==> config.mk <==
export PLATFORM = sky130hd
export DESIGN_NAME = base64url_line_encoder
export DESIGN_NICKNAME = d
export VERILOG_FILES = /design/src/rtl/b64l_pkg.sv /design/src/rtl/b64l_pack.sv /design/src/rtl/b64l_emit.sv /design/src/rtl/base64url_line_encoder.sv
export SDC_FILE = /design/constraint.sdc
export NUM_CORES = 1
export LEC_CHECK = 0
export BUFFER_PORTS_ARGS = -buffer_cell sky130_fd_sc_hd__buf_4
export CAP_MARGIN = 10
export CORE_AREA = 2 2 96 191
export CTS_BUF_LIST = sky130_fd_sc_hd__clkbuf_8
export CTS_CLUSTER_SIZE = 40
export DETAILED_ROUTE_END_ITERATION = 8
export DIE_AREA = 0 0 98 193
export PLACE_DENSITY_LB_ADDON = 0.1
export SLEW_MARGIN = 20
export SYNTH_ARGS = -nofsm -noshare
export SYNTH_HDL_FRONTEND = slang
export SYNTH_HIERARCHICAL = 1
export SYNTH_SLANG_ARGS = --single-unit
==> constraint.sdc <==
create_clock -name clk -period 6.5 [get_ports clk]
set_clock_uncertainty 0.2 [all_clocks]
set_input_delay 0.325 -clock clk [delete_from_list [all_inputs] [get_ports clk]]
set_output_delay 0.325 -clock clk [all_outputs]
set_load 0.02 [all_outputs]
==> src/rtl/b64l_pkg.sv <==
// Shared types, constants and the symbol lookup for the base64url line encoder.
`timescale 1ns / 1ps

package b64l_pkg;

    localparam int GroupsPerLineDefault = 19;
    localparam int MaxChars             = 6;
    localparam int CharW                = 7;
    localparam int CountW               = 3;

    localparam logic [CharW-1:0] CharCr = 7'd13;
    localparam logic [CharW-1:0] CharLf = 7'd10;

    typedef struct packed {
        logic [MaxChars-1:0][CharW-1:0] chars;
        logic [MaxChars-1:0]            lasts;
        logic [CountW-1:0]              count;
    } b64l_batch_t;

    function automatic logic [CharW-1:0] b64l_sym(input logic [5:0] v);
        logic [CharW-1:0] r;
        if (v < 6'd26) begin
            r = 7'(7'h41 + {1'b0, v});
        end else if (v < 6'd52) begin
            r = 7'(7'h61 + {1'b0, v} - 7'd26);
        end else if (v < 6'd62) begin
            r = 7'(7'h30 + {1'b0, v} - 7'd52);
        end else if (v == 6'd62) begin
            r = 7'h2d;
        end else begin
            r = 7'h5f;
        end
        return r;
    endfunction

endpackage

==> src/rtl/b64l_pack.sv <==
// Byte gathering state and per-request character batch generation.
`timescale 1ns / 1ps

module b64l_pack #(
    parameter int GROUPS_PER_LINE = b64l_pkg::GroupsPerLineDefault
) (
    input  logic                  clk,
    input  logic                  rst_n,
    input  logic                  accept,
    input  logic [7:0]            data_byte,
    input  logic                  last_byte,
    output b64l_pkg::b64l_batch_t batch
);
    import b64l_pkg::*;

    localparam int GilW = $clog2(GROUPS_PER_LINE + 1);

    logic [15:0]     held_reg;
    logic [15:0]     held_next;
    logic [1:0]      held_count_reg;
    logic [1:0]      held_count_next;
    logic [GilW-1:0] gil_reg;
    logic [GilW-1:0] gil_next;
    logic [GilW-1:0] gil_inc;
    logic [23:0]     w;
    logic [7:0]      b0;
    logic            brk;

    always_comb
    begin
        w       = {held_reg, data_byte};
        b0      = held_reg[15:8];
        gil_inc = GilW'(gil_reg + 1'b1);
        brk     = (gil_inc >= GilW'(GROUPS_PER_LINE));

        batch           = '0;
        held_next       = held_reg;
        held_count_next = held_count_reg;
        gil_next        = gil_reg;

        case (held_count_reg)
            2'd2:
            begin
                batch.chars[0] = b64l_sym(w[23:18]);
                batch.chars[1] = b64l_sym(w[17:12]);
                batch.chars[2] = b64l_sym(w[11:6]);
                batch.chars[3] = b64l_sym(w[5:0]);
                batch.lasts[3] = last_byte && !brk;
                if (brk)
                begin
                    batch.chars[4] = CharCr;
                    batch.chars[5] = CharLf;
                    batch.lasts[5] = last_byte;
                    batch.count    = CountW'(6);
                    gil_next       = '0;
                end
                else
                begin
                    batch.count = CountW'(4);
                    gil_next    = gil_inc;
                end
                held_next       = '0;
                held_count_next = 2'd0;
            end
            2'd1:
            begin
                if (last_byte)
                begin
                    batch.chars[0] = b64l_sym(b0[7:2]);
                    batch.chars[1] = b64l_sym({b0[1:0], data_byte[7:4]});
                    batch.chars[2] = b64l_sym({data_byte[3:0], 2'b00});
                    batch.lasts[2] = 1'b1;
                    batch.count    = CountW'(3);
                end
                else
                begin
                    held_next       = {b0, data_byte};
                    held_count_next = 2'd2;
                end
            end
            default:
            begin
                if (last_byte)
                begin
                    batch.chars[0] = b64l_sym(data_byte[7:2]);
                    batch.chars[1] = b64l_sym({data_byte[1:0], 4'b0000});
                    batch.lasts[1] = 1'b1;
                    batch.count    = CountW'(2);
                end
                else
                begin
                    held_next       = {data_byte, 8'h00};
                    held_count_next = 2'd1;
                end
            end
        endcase

        // The end of a message returns all gathering state to its start.
        if (last_byte)
        begin
            held_next       = '0;
            held_count_next = 2'd0;
            gil_next        = '0;
        end
    end

    always_ff @(posedge clk or negedge rst_n)
    begin
        if (!rst_n)
        begin
            held_reg       <= '0;
            held_count_reg <= 2'd0;
            gil_reg        <= '0;
        end
        else if (accept)
        begin
            held_reg       <= held_next;
            held_count_reg <= held_count_next;
            gil_reg        <= gil_next;
        end
    end

endmodule

==> src/rtl/b64l_emit.sv <==
// Character batch register and one-character-per-cycle output register, held by char_stall.
`timescale 1ns / 1ps

module b64l_emit (
    input  logic                            clk,
    input  logic                            rst_n,
    input  logic                            load,
    input  b64l_pkg::b64l_batch_t           batch,
    output logic                            free,
    output logic                            char_valid,
    input  logic                            char_stall,
    output logic [b64l_pkg::CharW-1:0]      out_char,
    output logic                            last_char
);
    import b64l_pkg::*;

    b64l_batch_t       batch_reg;
    logic [CountW-1:0] idx_reg;
    logic              valid_reg;
    logic [CharW-1:0]  char_reg;
    logic              last_reg;
    logic              take;
    logic              pending;
    logic              move;

    always_comb
    begin
        take    = !valid_reg || !char_stall;
        pending = (idx_reg != batch_reg.count);
        move    = pending && take;
        free    = !pending || ((CountW'(idx_reg + 1'b1) == batch_reg.count) && move);
    end

    always_ff @(posedge clk or negedge rst_n)
    begin
        if (!rst_n)
        begin
            batch_reg <= '0;
            idx_reg   <= '0;
            valid_reg <= 1'b0;
        end
        else
        begin
            if (load)
            begin
                batch_reg <= batch;
                idx_reg   <= '0;
            end
            else if (move)
            begin
                idx_reg <= CountW'(idx_reg + 1'b1);
            end
            if (take)
            begin
                valid_reg <= move;
            end
        end
    end

    always_ff @(posedge clk)
    begin
        if (move)
        begin
            char_reg <= batch_reg.chars[idx_reg];
            last_reg <= batch_reg.lasts[idx_reg];
        end
    end

    assign char_valid = valid_reg;
    assign out_char   = char_reg;
    assign last_char  = last_reg;

endmodule

==> src/rtl/base64url_line_encoder.sv <==
// Top level of the unpadded base64url encoder with CR LF line breaks.
//
//   Channel   Fields                 Handshake
//   byte      data_byte, last_byte   byte_valid / byte_stall
//   char      out_char, last_char    char_valid / char_stall
//
// A byte request that yields no characters is taken in any cycle.
// A byte that completes a group or ends a message loads two to six characters
// into the batch register; the output register then gives one per cycle while
// char_stall is low.
// Reset clears the gathering state and empties both registers.
// Output stalls hold the character register and back up into byte_stall.
`timescale 1ns / 1ps

module base64url_line_encoder #(
    parameter int GROUPS_PER_LINE = b64l_pkg::GroupsPerLineDefault
) (
    input  logic                       clk,
    input  logic                       rst_n,
    input  logic                       byte_valid,
    output logic                       byte_stall,
    input  logic [7:0]                 data_byte,
    input  logic                       last_byte,
    output logic                       char_valid,
    input  logic                       char_stall,
    output logic [b64l_pkg::CharW-1:0] out_char,
    output logic                       last_char
);
    import b64l_pkg::*;

    b64l_batch_t batch;
    logic        accept;
    logic        free;
    logic        load;

    assign byte_stall = !(free || (batch.count == '0));
    assign accept     = byte_valid && !byte_stall;
    assign load       = accept && (batch.count != '0);

    b64l_pack #(
        .GROUPS_PER_LINE(GROUPS_PER_LINE)
    ) u_pack (
        .clk      (clk),
        .rst_n    (rst_n),
        .accept   (accept),
        .data_byte(data_byte),
        .last_byte(last_byte),
        .batch    (batch)
    );

    b64l_emit u_emit (
        .clk       (clk),
        .rst_n     (rst_n),
        .load      (load),
        .batch     (batch),
        .free      (free),
        .char_valid(char_valid),
        .char_stall(char_stall),
        .out_char  (out_char),
        .last_char (last_char)
    );

endmodule

; Yosys cells after proc, flatten, opt, wreduce, memory -nomap -nowiden
; Cells that the tools add are included.
[totals]
output_inout_bits = 10
latch_bits = 0
rom_bits = 0
wordCells = 174
regBits = 84
ramBits = 0
n_memories = 0
[op_classes]
n_mul = 0
bitwise_logic = 0
shifts = 0
order_cmp = 26
n_eq_ne = 11
n_div = 0
mux = 59
addsub = 42
reduce_logical = 20
[op_table]
columns = cell, n
row1 = $mux W7, 31
row2 = $add A7 B6 Y7 const A, 16
row3 = $lt A6 B6 Y1 const B, 16
row4 = $add A6 B6 Y7 const A, 8
row5 = $sub A7 B5 Y7 const B, 8
row6 = $sub A7 B6 Y7 const B, 8
row7 = $lt A6 B5 Y1 const B, 8
row8 = $eq A6 B6 Y1 const B, 6
row9 = $pmux W16 S2, 1
row10 = $pmux W14 S2, 1
row11 = $bmux W7 S3, 1
row12 = $mux W21, 1
row13 = $mux W18, 1
row14 = $mux W16, 1
row15 = $mux W5, 3
row16 = $mux W14, 1
row17 = $pmux W7 S2, 1
row18 = $mux W11, 1
row19 = $mux W2, 4
row20 = $mux W1, 7
row21 = $mux W3, 2
row22 = $pmux W3 S2, 1
row23 = $add A5 B1 Y5 const B, 1
row24 = $ge A5 B5 Y1 const B, 1
row25 = 17 further kinds, 29

; Logic depth before layout (Yosys ltp)
; Gate-level depths: netlist of the first run.
[depth]
depth_word = 9
depth_mapped = 12
ltp_nobuf = 12

; By module
; Netlist of the first run, hierarchy kept.
[by_module_without_submodules]
columns = module, instances, area_each_um2, seq_area_each_um2, cells_each
row1 = b64l_pack, 1, 3982.6, 575.6, 549
row2 = b64l_emit, 1, 2839.0, 1616.6, 190
row3 = base64url_line_encoder, 1, 28.8, 0.0, 5

; Least setup slack after synthesis of the first run
; OpenSTA, ideal clock, no wires.
[synth_timing]
kind = input to register
from = input port data_byte[6]
to = register u_emit/batch_reg[18] (netlist name)
cell_stages = 10
arrival_ps = 2439
path_buffers = 2
path_slack_ps = 3736
path_cell_list = buf_4 -> clkbuf_1 -> inv_1 -> ha_1 -> a21o_1 -> a21oi_2 -> mux2_2 -> a31oi_1 -> o211ai_1 -> mux2_2
[synth_rtl]
columns = element, line_no
row1 = start: declaration, base64url_line_encoder.sv:22  ; input logic [7:0] data_byte,
row2 = end signal: assignment, b64l_emit.sv:46  ; batch_reg <= batch;
row3 = end: declaration, b64l_emit.sv:17  ; b64l_batch_t batch_reg;

==> results of run 1 <==
worst register-to-register path: cells and delay by family (launching register included):
kind,cells,cell delay [ps]
adders and majority gates,1,320
AOI/OAI and AO/OA,3,1140
and+or+nand+nor,6,1230
buffers and inverters,2,500
DFF,1,440
area by class of cell:
type / instances / share of cell area [%]
sequential: 86 / 30.3
timing repair buffer: 29 / 3.32
multi-input combinational: 567 / 58.1
tap: 213 / 3.68
clock buffer: 9 / 1.71
clock inverter: 7 / 1.18
inverter: 34 / 1.76
worst paths after layout:
kind	endpoint	slack [ps]	cells after the start
setup / recovery	u_pack/held_reg[4]$_DFFE_PN0P_	2590	12
hold / removal	u_emit/idx_reg[0]$_DFFE_PN0P_	100	3
setup reg to reg	u_pack/held_reg[4]$_DFFE_PN0P_	2590	12
hold reg to reg	u_emit/batch_reg[5]$_DFFE_PN0P_	310	1
max in group asynchronous	u_emit/batch_reg[29]$_DFFE_PN0P_	4860	3
min in group asynchronous	u_pack/held_reg[6]$_DFFE_PN0P_	110	2
metrics by stage:
stage	hold slack (ps)	util, %	instance area (µm²)	instances
floorplan	-171	-	6890	754
global placement	-46.2	39.9	6990	927
detailed placement	-47.7	39.9	6990	927
CTS	86.2	41.1	7210	944
global route	101	41.3	7240	945
finish	101	41.3	7240	945
cells in the mapped netlist, drive strengths merged (6+ instances only):
master / number
and3: 7
nand3: 27
nor2b: 16
mux2i: 12
o2bb2ai: 6
nor4: 6
clkbuf: 21
a211o: 6
o21ai: 48
a22oi: 8
edfxtp: 8
ha: 35
a21o: 12
nand2b: 8
or3: 10
a21oi: 25
mux2: 56
nor3: 15
dfrtp: 78
a211oi: 20
nand2: 57
inv: 32
o22ai: 7
o211ai: 12
nor2: 37
buf: 46
a31oi: 15
mux4: 8
xnor2: 20
nand4: 8
kinds of logic after synthesis:
family,Yosys count
buf+inv,101
xor+xnor,24
simple gates,207
compound gates,214
mux,76
fa+ha+maj,35
other cells,1
flops,86
metal layers:
layer	share of wire (%)	GRT usage [%]
met5	0	0
met4	3.5	8.44
met3	3.1	2.05
met2	50	36.5
met1	43	27.4
power groups by stage:
stage / registers (mW) / clock network (mW) / logic (mW)
3_3_place_gp: 1.01 / 0 / 1.32
6_report: 1.00 / 0.409 / 1.35
5_1_grt: 1.04 / 0.446 / 1.48
3_5_place_dp: 1.01 / 0 / 1.33
2_1_floorplan: 0.903 / 0 / 1.07
4_1_cts: 1.00 / 0.426 / 1.34
==> reports/qor.yml, run 1 <==
run_status:
  status: "finished clean"
synth:
  netlist_top_cells_area: "dfrtp_1 28%, mux2_2 9.2%, ha_1 6.4%"
  synth_top_family_by_area: "compound AO/OA/AOI/OAI gates"
  synth-xor-area-share_pct: 3.29
  async_reset_ff_share_pct: 90.7
  synthMuxAreaShare_pct: 13.6
  synth_compound_area_share_pct: 22.0
  synth_top_cell_by_area: "dfrtp_1"
  synth_edf_count: 8
  yosys_warnings: 6
  syn_inst: 744
  ys_ff_latch: 86
  synth.distinct_cells: 84
  synth_top_area_share_pct: 28.5
  ys_seq_area_share_pct: 32.0
  synth-adder-area-share_pct: 6.39
  synth_flop_cell: "dfrtp_1"
  yosys.area_share.simple_pct: 15.4
  synth_area_um2: 6850
  synth_area_per_cell_um2: 9.21
placement:
  place_hpwl_um: 14500
  gp_congestion: 0.879
  place_ws_ps: 2660
  portBuffers: 22
timing:
  setup_violations: 0
  fin_tns_setup_ps: 0
  fin_crit_ps: 3910
  fmaxAchievable_ghz: 0.256
  min_period_over_period_pct: 60.1
  worst_pin_slew_ps: 923
  hold_violations: 0
  rsz0062_at_grt: "false"
  finalWorstSetupSlack_ps: 2590
  slew_headroom_pct: 38.5
  drv_slew: 0
clock_network:
  cts_buffer_depth: 2
  htreeDepth: 3
  cts_buffers: 9
  ctsResizeCount: 0
  clk_latency_ps: 360
  cts_tree: "yes"
  cts_hold_buffers: 1
  cts_sinks: 86
  clk_pin_slew_ps: 110
  post_cts_buffers: 0
  root_buffer: "clkbuf_8"
die:
  initial_core_util_pct: 39.1
  core-area_um2: 17500
  die_h_um: 193
  dieArea_um2: 18900
  std_cell_rows: 69
  fp.dieW_um: 98
  ios: 23
worst_setup_path:
  cp_top_family: "simple AND/OR/NAND/NOR gates"
  critPathCaptureType: "register"
  path_class: "reg2reg"
  critPathLaunch: "u_pack/gil_reg[0]$_DFFE_PN0P_"
  cp_max_fo: 17
  critPathMaxStageDelay_ps: 610
  worst_setup_path_start_kind: "register"
  cp.arrival_ps: 3980
  r2r_start: "u_pack/gil_reg[0]$_DFFE_PN0P_"
  cp_common_cell: "nand2_1"
  cp.required_ps: 6570
  crit_path_cell_trace: "inv_1 > ha_1 > nor2_1 > o41a_1 > nand2_1 > nand2_1 > nor3_2 > o21a_1 > inv_1 > nor3_2 > nand2_1 > o21ai_0"
  slowest_stage: "o21a_1"
  cp.buffers_inverters: 2
cells_and_area:
  diodes: 0
  seqCellArea_um2: 2190
  layout.cells.most_common_list: "78 x dfrtp_1, 56 x nand2_1, 56 x mux2_2"
  syn2layout_area_growth_pct: 5.66
  nets: 775
  drive_gt1_share_pct: 17.3
  largest_register_ffs: 51
  layout_commonest_cell: "dfrtp_1"
  multiInputGateArea_um2: 4200
  nFillCells: 1754
pwr:
  switching_power_mw: 1.21
  power_density_nw_per_um2: 381
  p_seq_share_pct: 36.4
  clkPwrFrac_pct: 14.8
  power.internal_mw: 1.55
  power_frac_comb_pct: 48.8
  vdd_drop_max_mv: 0.197
  p_leak_nw: 3.06
  p_sw_share_pct: 43.9
  total_power_mw: 2.76
global_routing:
  gr-total-overflow: 0
  grt_use_total_pct: 21.2
  grt_pass1_vias: 5600
  antenna_found_initial: 0
  grt_first_pass_wirelength_um: 31700
  grt_max_degree: 71
routing:
  firstDrtPassIters: 5
  drt-wirelength-per-cell_um: 21.1
  ant_nets: 0
  drt_iter0_markers: 467
  vias: 5779
  drc: 0
  viasPerCell: 6.12
  wl_um: 19900
run:
  drv_cap: 0
worst_hold_path:
  hold_path.class: "in2reg"
  holdCritStartpoint: "char_stall"
Power figures use the tool's default switching activity.
==> inputs of run 2 (changes only) <==
==> constraint.sdc (replaced) <==
create_clock -name clk -period 3.7 [get_ports clk]
set_clock_uncertainty 0.2 [all_clocks]
set_input_delay 0.185 -clock clk [delete_from_list [all_inputs] [get_ports clk]]
set_output_delay 0.185 -clock clk [all_outputs]
set_load 0.02 [all_outputs]
==> reports/qor.yml, run 2 (synthesis results as in run 1) <==
run_status:
  status: "finished clean"  # unchanged
timing:
  fmaxAchievable_ghz: 0.316  # was 0.256 GHz
  fin_tns_setup_ps: 0  # unchanged
  drv_slew: 0  # unchanged
  fin_crit_ps: 3170  # was 3910 ps
  hold_violations: 0  # unchanged
  slew_headroom_pct: 39.2  # was 38.5%
  setup_violations: 0  # unchanged
  rsz0062_at_grt: "false"  # unchanged
  fin_hold_ws_ps: 28.2  # was 101 ps
  worst_pin_slew_ps: 912  # was 923 ps
  min_period_over_period_pct: 85.6  # was 60.1%
clock_network:
  root_buffer: "clkbuf_8"  # unchanged
  cts_tree: "yes"  # unchanged
  clk_pin_slew_ps: 100  # was 110 ps
  cts_buffer_depth: 2  # unchanged
  cts_sinks: 86  # unchanged
  cts_buffers: 9  # unchanged
  htreeDepth: 3  # unchanged
  clk_latency_ps: 360  # about the same
  ctsResizeCount: 0  # unchanged
  post_cts_buffers: 0  # unchanged
global_routing:
  antenna_found_initial: 0  # unchanged
  grt_use_total_pct: 20.7  # was 21.2%
  grt_max_degree: 71  # unchanged
  grt_pass1_vias: 5692  # was 5600
  grt_first_pass_wirelength_um: 31000  # was 31700 µm
  gr-total-overflow: 0  # unchanged
worst_setup_path:
  cp.required_ps: 3800  # was 6570 ps
  crit_path_cell_trace: "inv_1 > ha_1 > nor2_1 > o41a_1 > nand2_1 > nand2_1 > nor3_2 > o21a_1 > buf_4 > and3_1 > nor2b_1 > a22o_1"  # was inv_1 > ha_1 > nor2_1 > o41a_1 > nand2_1 > nand2_1 > nor3_2 > o21a_1 > inv_1 > nor3_2 > nand2_1 > o21ai_0
  cp.arrival_ps: 3270  # was 3980 ps
  path_depth: 12  # unchanged
  critPathLaunch: "u_pack/gil_reg[0]$_DFFE_PN0P_"  # unchanged
  slowest_stage: "o41a_1"  # was o21a_1
  critPathCaptureType: "register"  # unchanged
  critPathMaxStageDelay_ps: 440  # was 610 ps
  r2r_start: "u_pack/gil_reg[0]$_DFFE_PN0P_"  # unchanged
  worst_setup_path_start_kind: "register"  # unchanged
  rr_endpoint: "u_pack/held_reg[13]$_DFFE_PN0P_"  # was u_pack/held_reg[4]$_DFFE_PN0P_
  cp_top_family: "simple AND/OR/NAND/NOR gates"  # unchanged
  cp_max_fo: 16  # was 17
  cp.buffers_inverters: 2  # unchanged
  path_class: "reg2reg"  # unchanged
  crit_end: "u_pack/held_reg[13]$_DFFE_PN0P_"  # was u_pack/held_reg[4]$_DFFE_PN0P_
  cp_common_cell: "nand2_1"  # unchanged
  ff2ff_setup_slack_ps: 530  # was 2590 ps
  reg2reg_depth: 12  # unchanged
routing:
  drt_iter0_markers: 367  # was 467
  ant_nets: 0  # unchanged
  viasPerCell: 6.08  # was 6.12
  drt-wirelength-per-cell_um: 20.4  # was 21.1 µm
  firstDrtPassIters: 5  # unchanged
  wl_um: 19500  # was 19900 µm
  drc: 0  # unchanged
  vias: 5818  # was 5779
die:
  dieArea_um2: 18900  # unchanged
  initial_core_util_pct: 39.1  # unchanged
  std_cell_rows: 69  # unchanged
  fp.dieW_um: 98  # unchanged
  core-area_um2: 17500  # unchanged
  die_h_um: 193  # unchanged
  ios: 23  # unchanged
pwr:
  total_power_mw: 4.81  # was 2.76 mW
  vdd_drop_max_mv: 0.342  # was 0.197 mV
  p_leak_nw: 3.11  # was 3.06 nW
  power_density_nw_per_um2: 657  # was 381 nW/µm²
cells_and_area:
  syn2layout_area_growth_pct: 7.00  # was 5.66%
  nets: 787  # was 775
  largest_register_ffs: 51  # unchanged
  diodes: 0  # unchanged
  fin_util_pct: 41.8  # was 41.3%
  drive_gt1_share_pct: 17.6  # was 17.3%
  layout.cells.most_common_list: "78 x dfrtp_1, 56 x nand2_1, 56 x mux2_2"  # unchanged
  layout_commonest_cell: "dfrtp_1"  # unchanged
worst_hold_path:
  hold_path.class: "in2reg"  # unchanged
placement:
  place_hpwl_um: 14100  # was 14500 µm
  gp_congestion: 0.881  # was 0.879
  portBuffers: 22  # unchanged
run:
  drv_cap: 0  # unchanged
run 2: worst reg2reg max path: stages (launching register included):
cell     delay (ps)
dfrtp_1         430
inv_1            70
ha_1            310
nor2_1           60
o41a_1          440
nand2_1          90
nand2_1          70
nor3_2          350
o21a_1          180
buf_4           210
and3_1          310
nor2b_1         220
a22o_1          170
run 2: how the worst min path moves through the flow:
stage / from / endpoint / slack [ps] / cells past startpoint
floorplan: rst_n / u_emit/batch_reg[0]$_DFFE_PN0P_ / -310 / 0
global placement: rst_n / u_pack/held_reg[5]$_DFFE_PN0P_ / 160 / 1
detailed placement: rst_n / u_pack/held_reg[6]$_DFFE_PN0P_ / 170 / 1
CTS: data_byte[4] / u_pack/held_reg[4]$_DFFE_PN0P_ / 5 / 3
global route: data_byte[4] / u_pack/held_reg[4]$_DFFE_PN0P_ / 40 / 3
finish: data_byte[4] / u_pack/held_reg[4]$_DFFE_PN0P_ / 30 / 3
run 2: routing by layer:
metal | routed length [µm] | global-route usage (%) | vias up
met5 | 0 | 0 | -
met4 | 945 | 10.8 | 0
met3 | 771 | 2.05 | 38
met2 | 9530 | 34.3 | 175
met1 | 8250 | 26.8 | 2864
li1 | - | - | 2741
run 2: per-stage QoR:
step	setup slack, ps	cell area [µm²]	cells
2_1_floorplan	951	6890	754
4_1_cts	529	7330	957
6_report	534	7330	957
5_1_grt	258	7330	957
3_5_place_dp	557	7040	932
3_3_place_gp	638	7040	932
run 2: final cells by class:
type                       count  area (µm²)
inverter                      34         128
clock inverter                 7        73.8
multi-input combinational    567        4200
clock buffer                   9         124
sequential                    86        2190
tap                          213         267
fill                        1783       10200
timing repair buffer          41         343
run 2: repair_timing:
item | in CTS | in global routing
hold endpoints to repair | 85 | 0
hold buffers | 9 | 0
setup endpoints to repair | 0 | 0
run 2: power by group:
part           internal [mW]  switching (mW)
logic                   1.09            1.35
registers               1.33           0.377
clock network          0.267           0.407
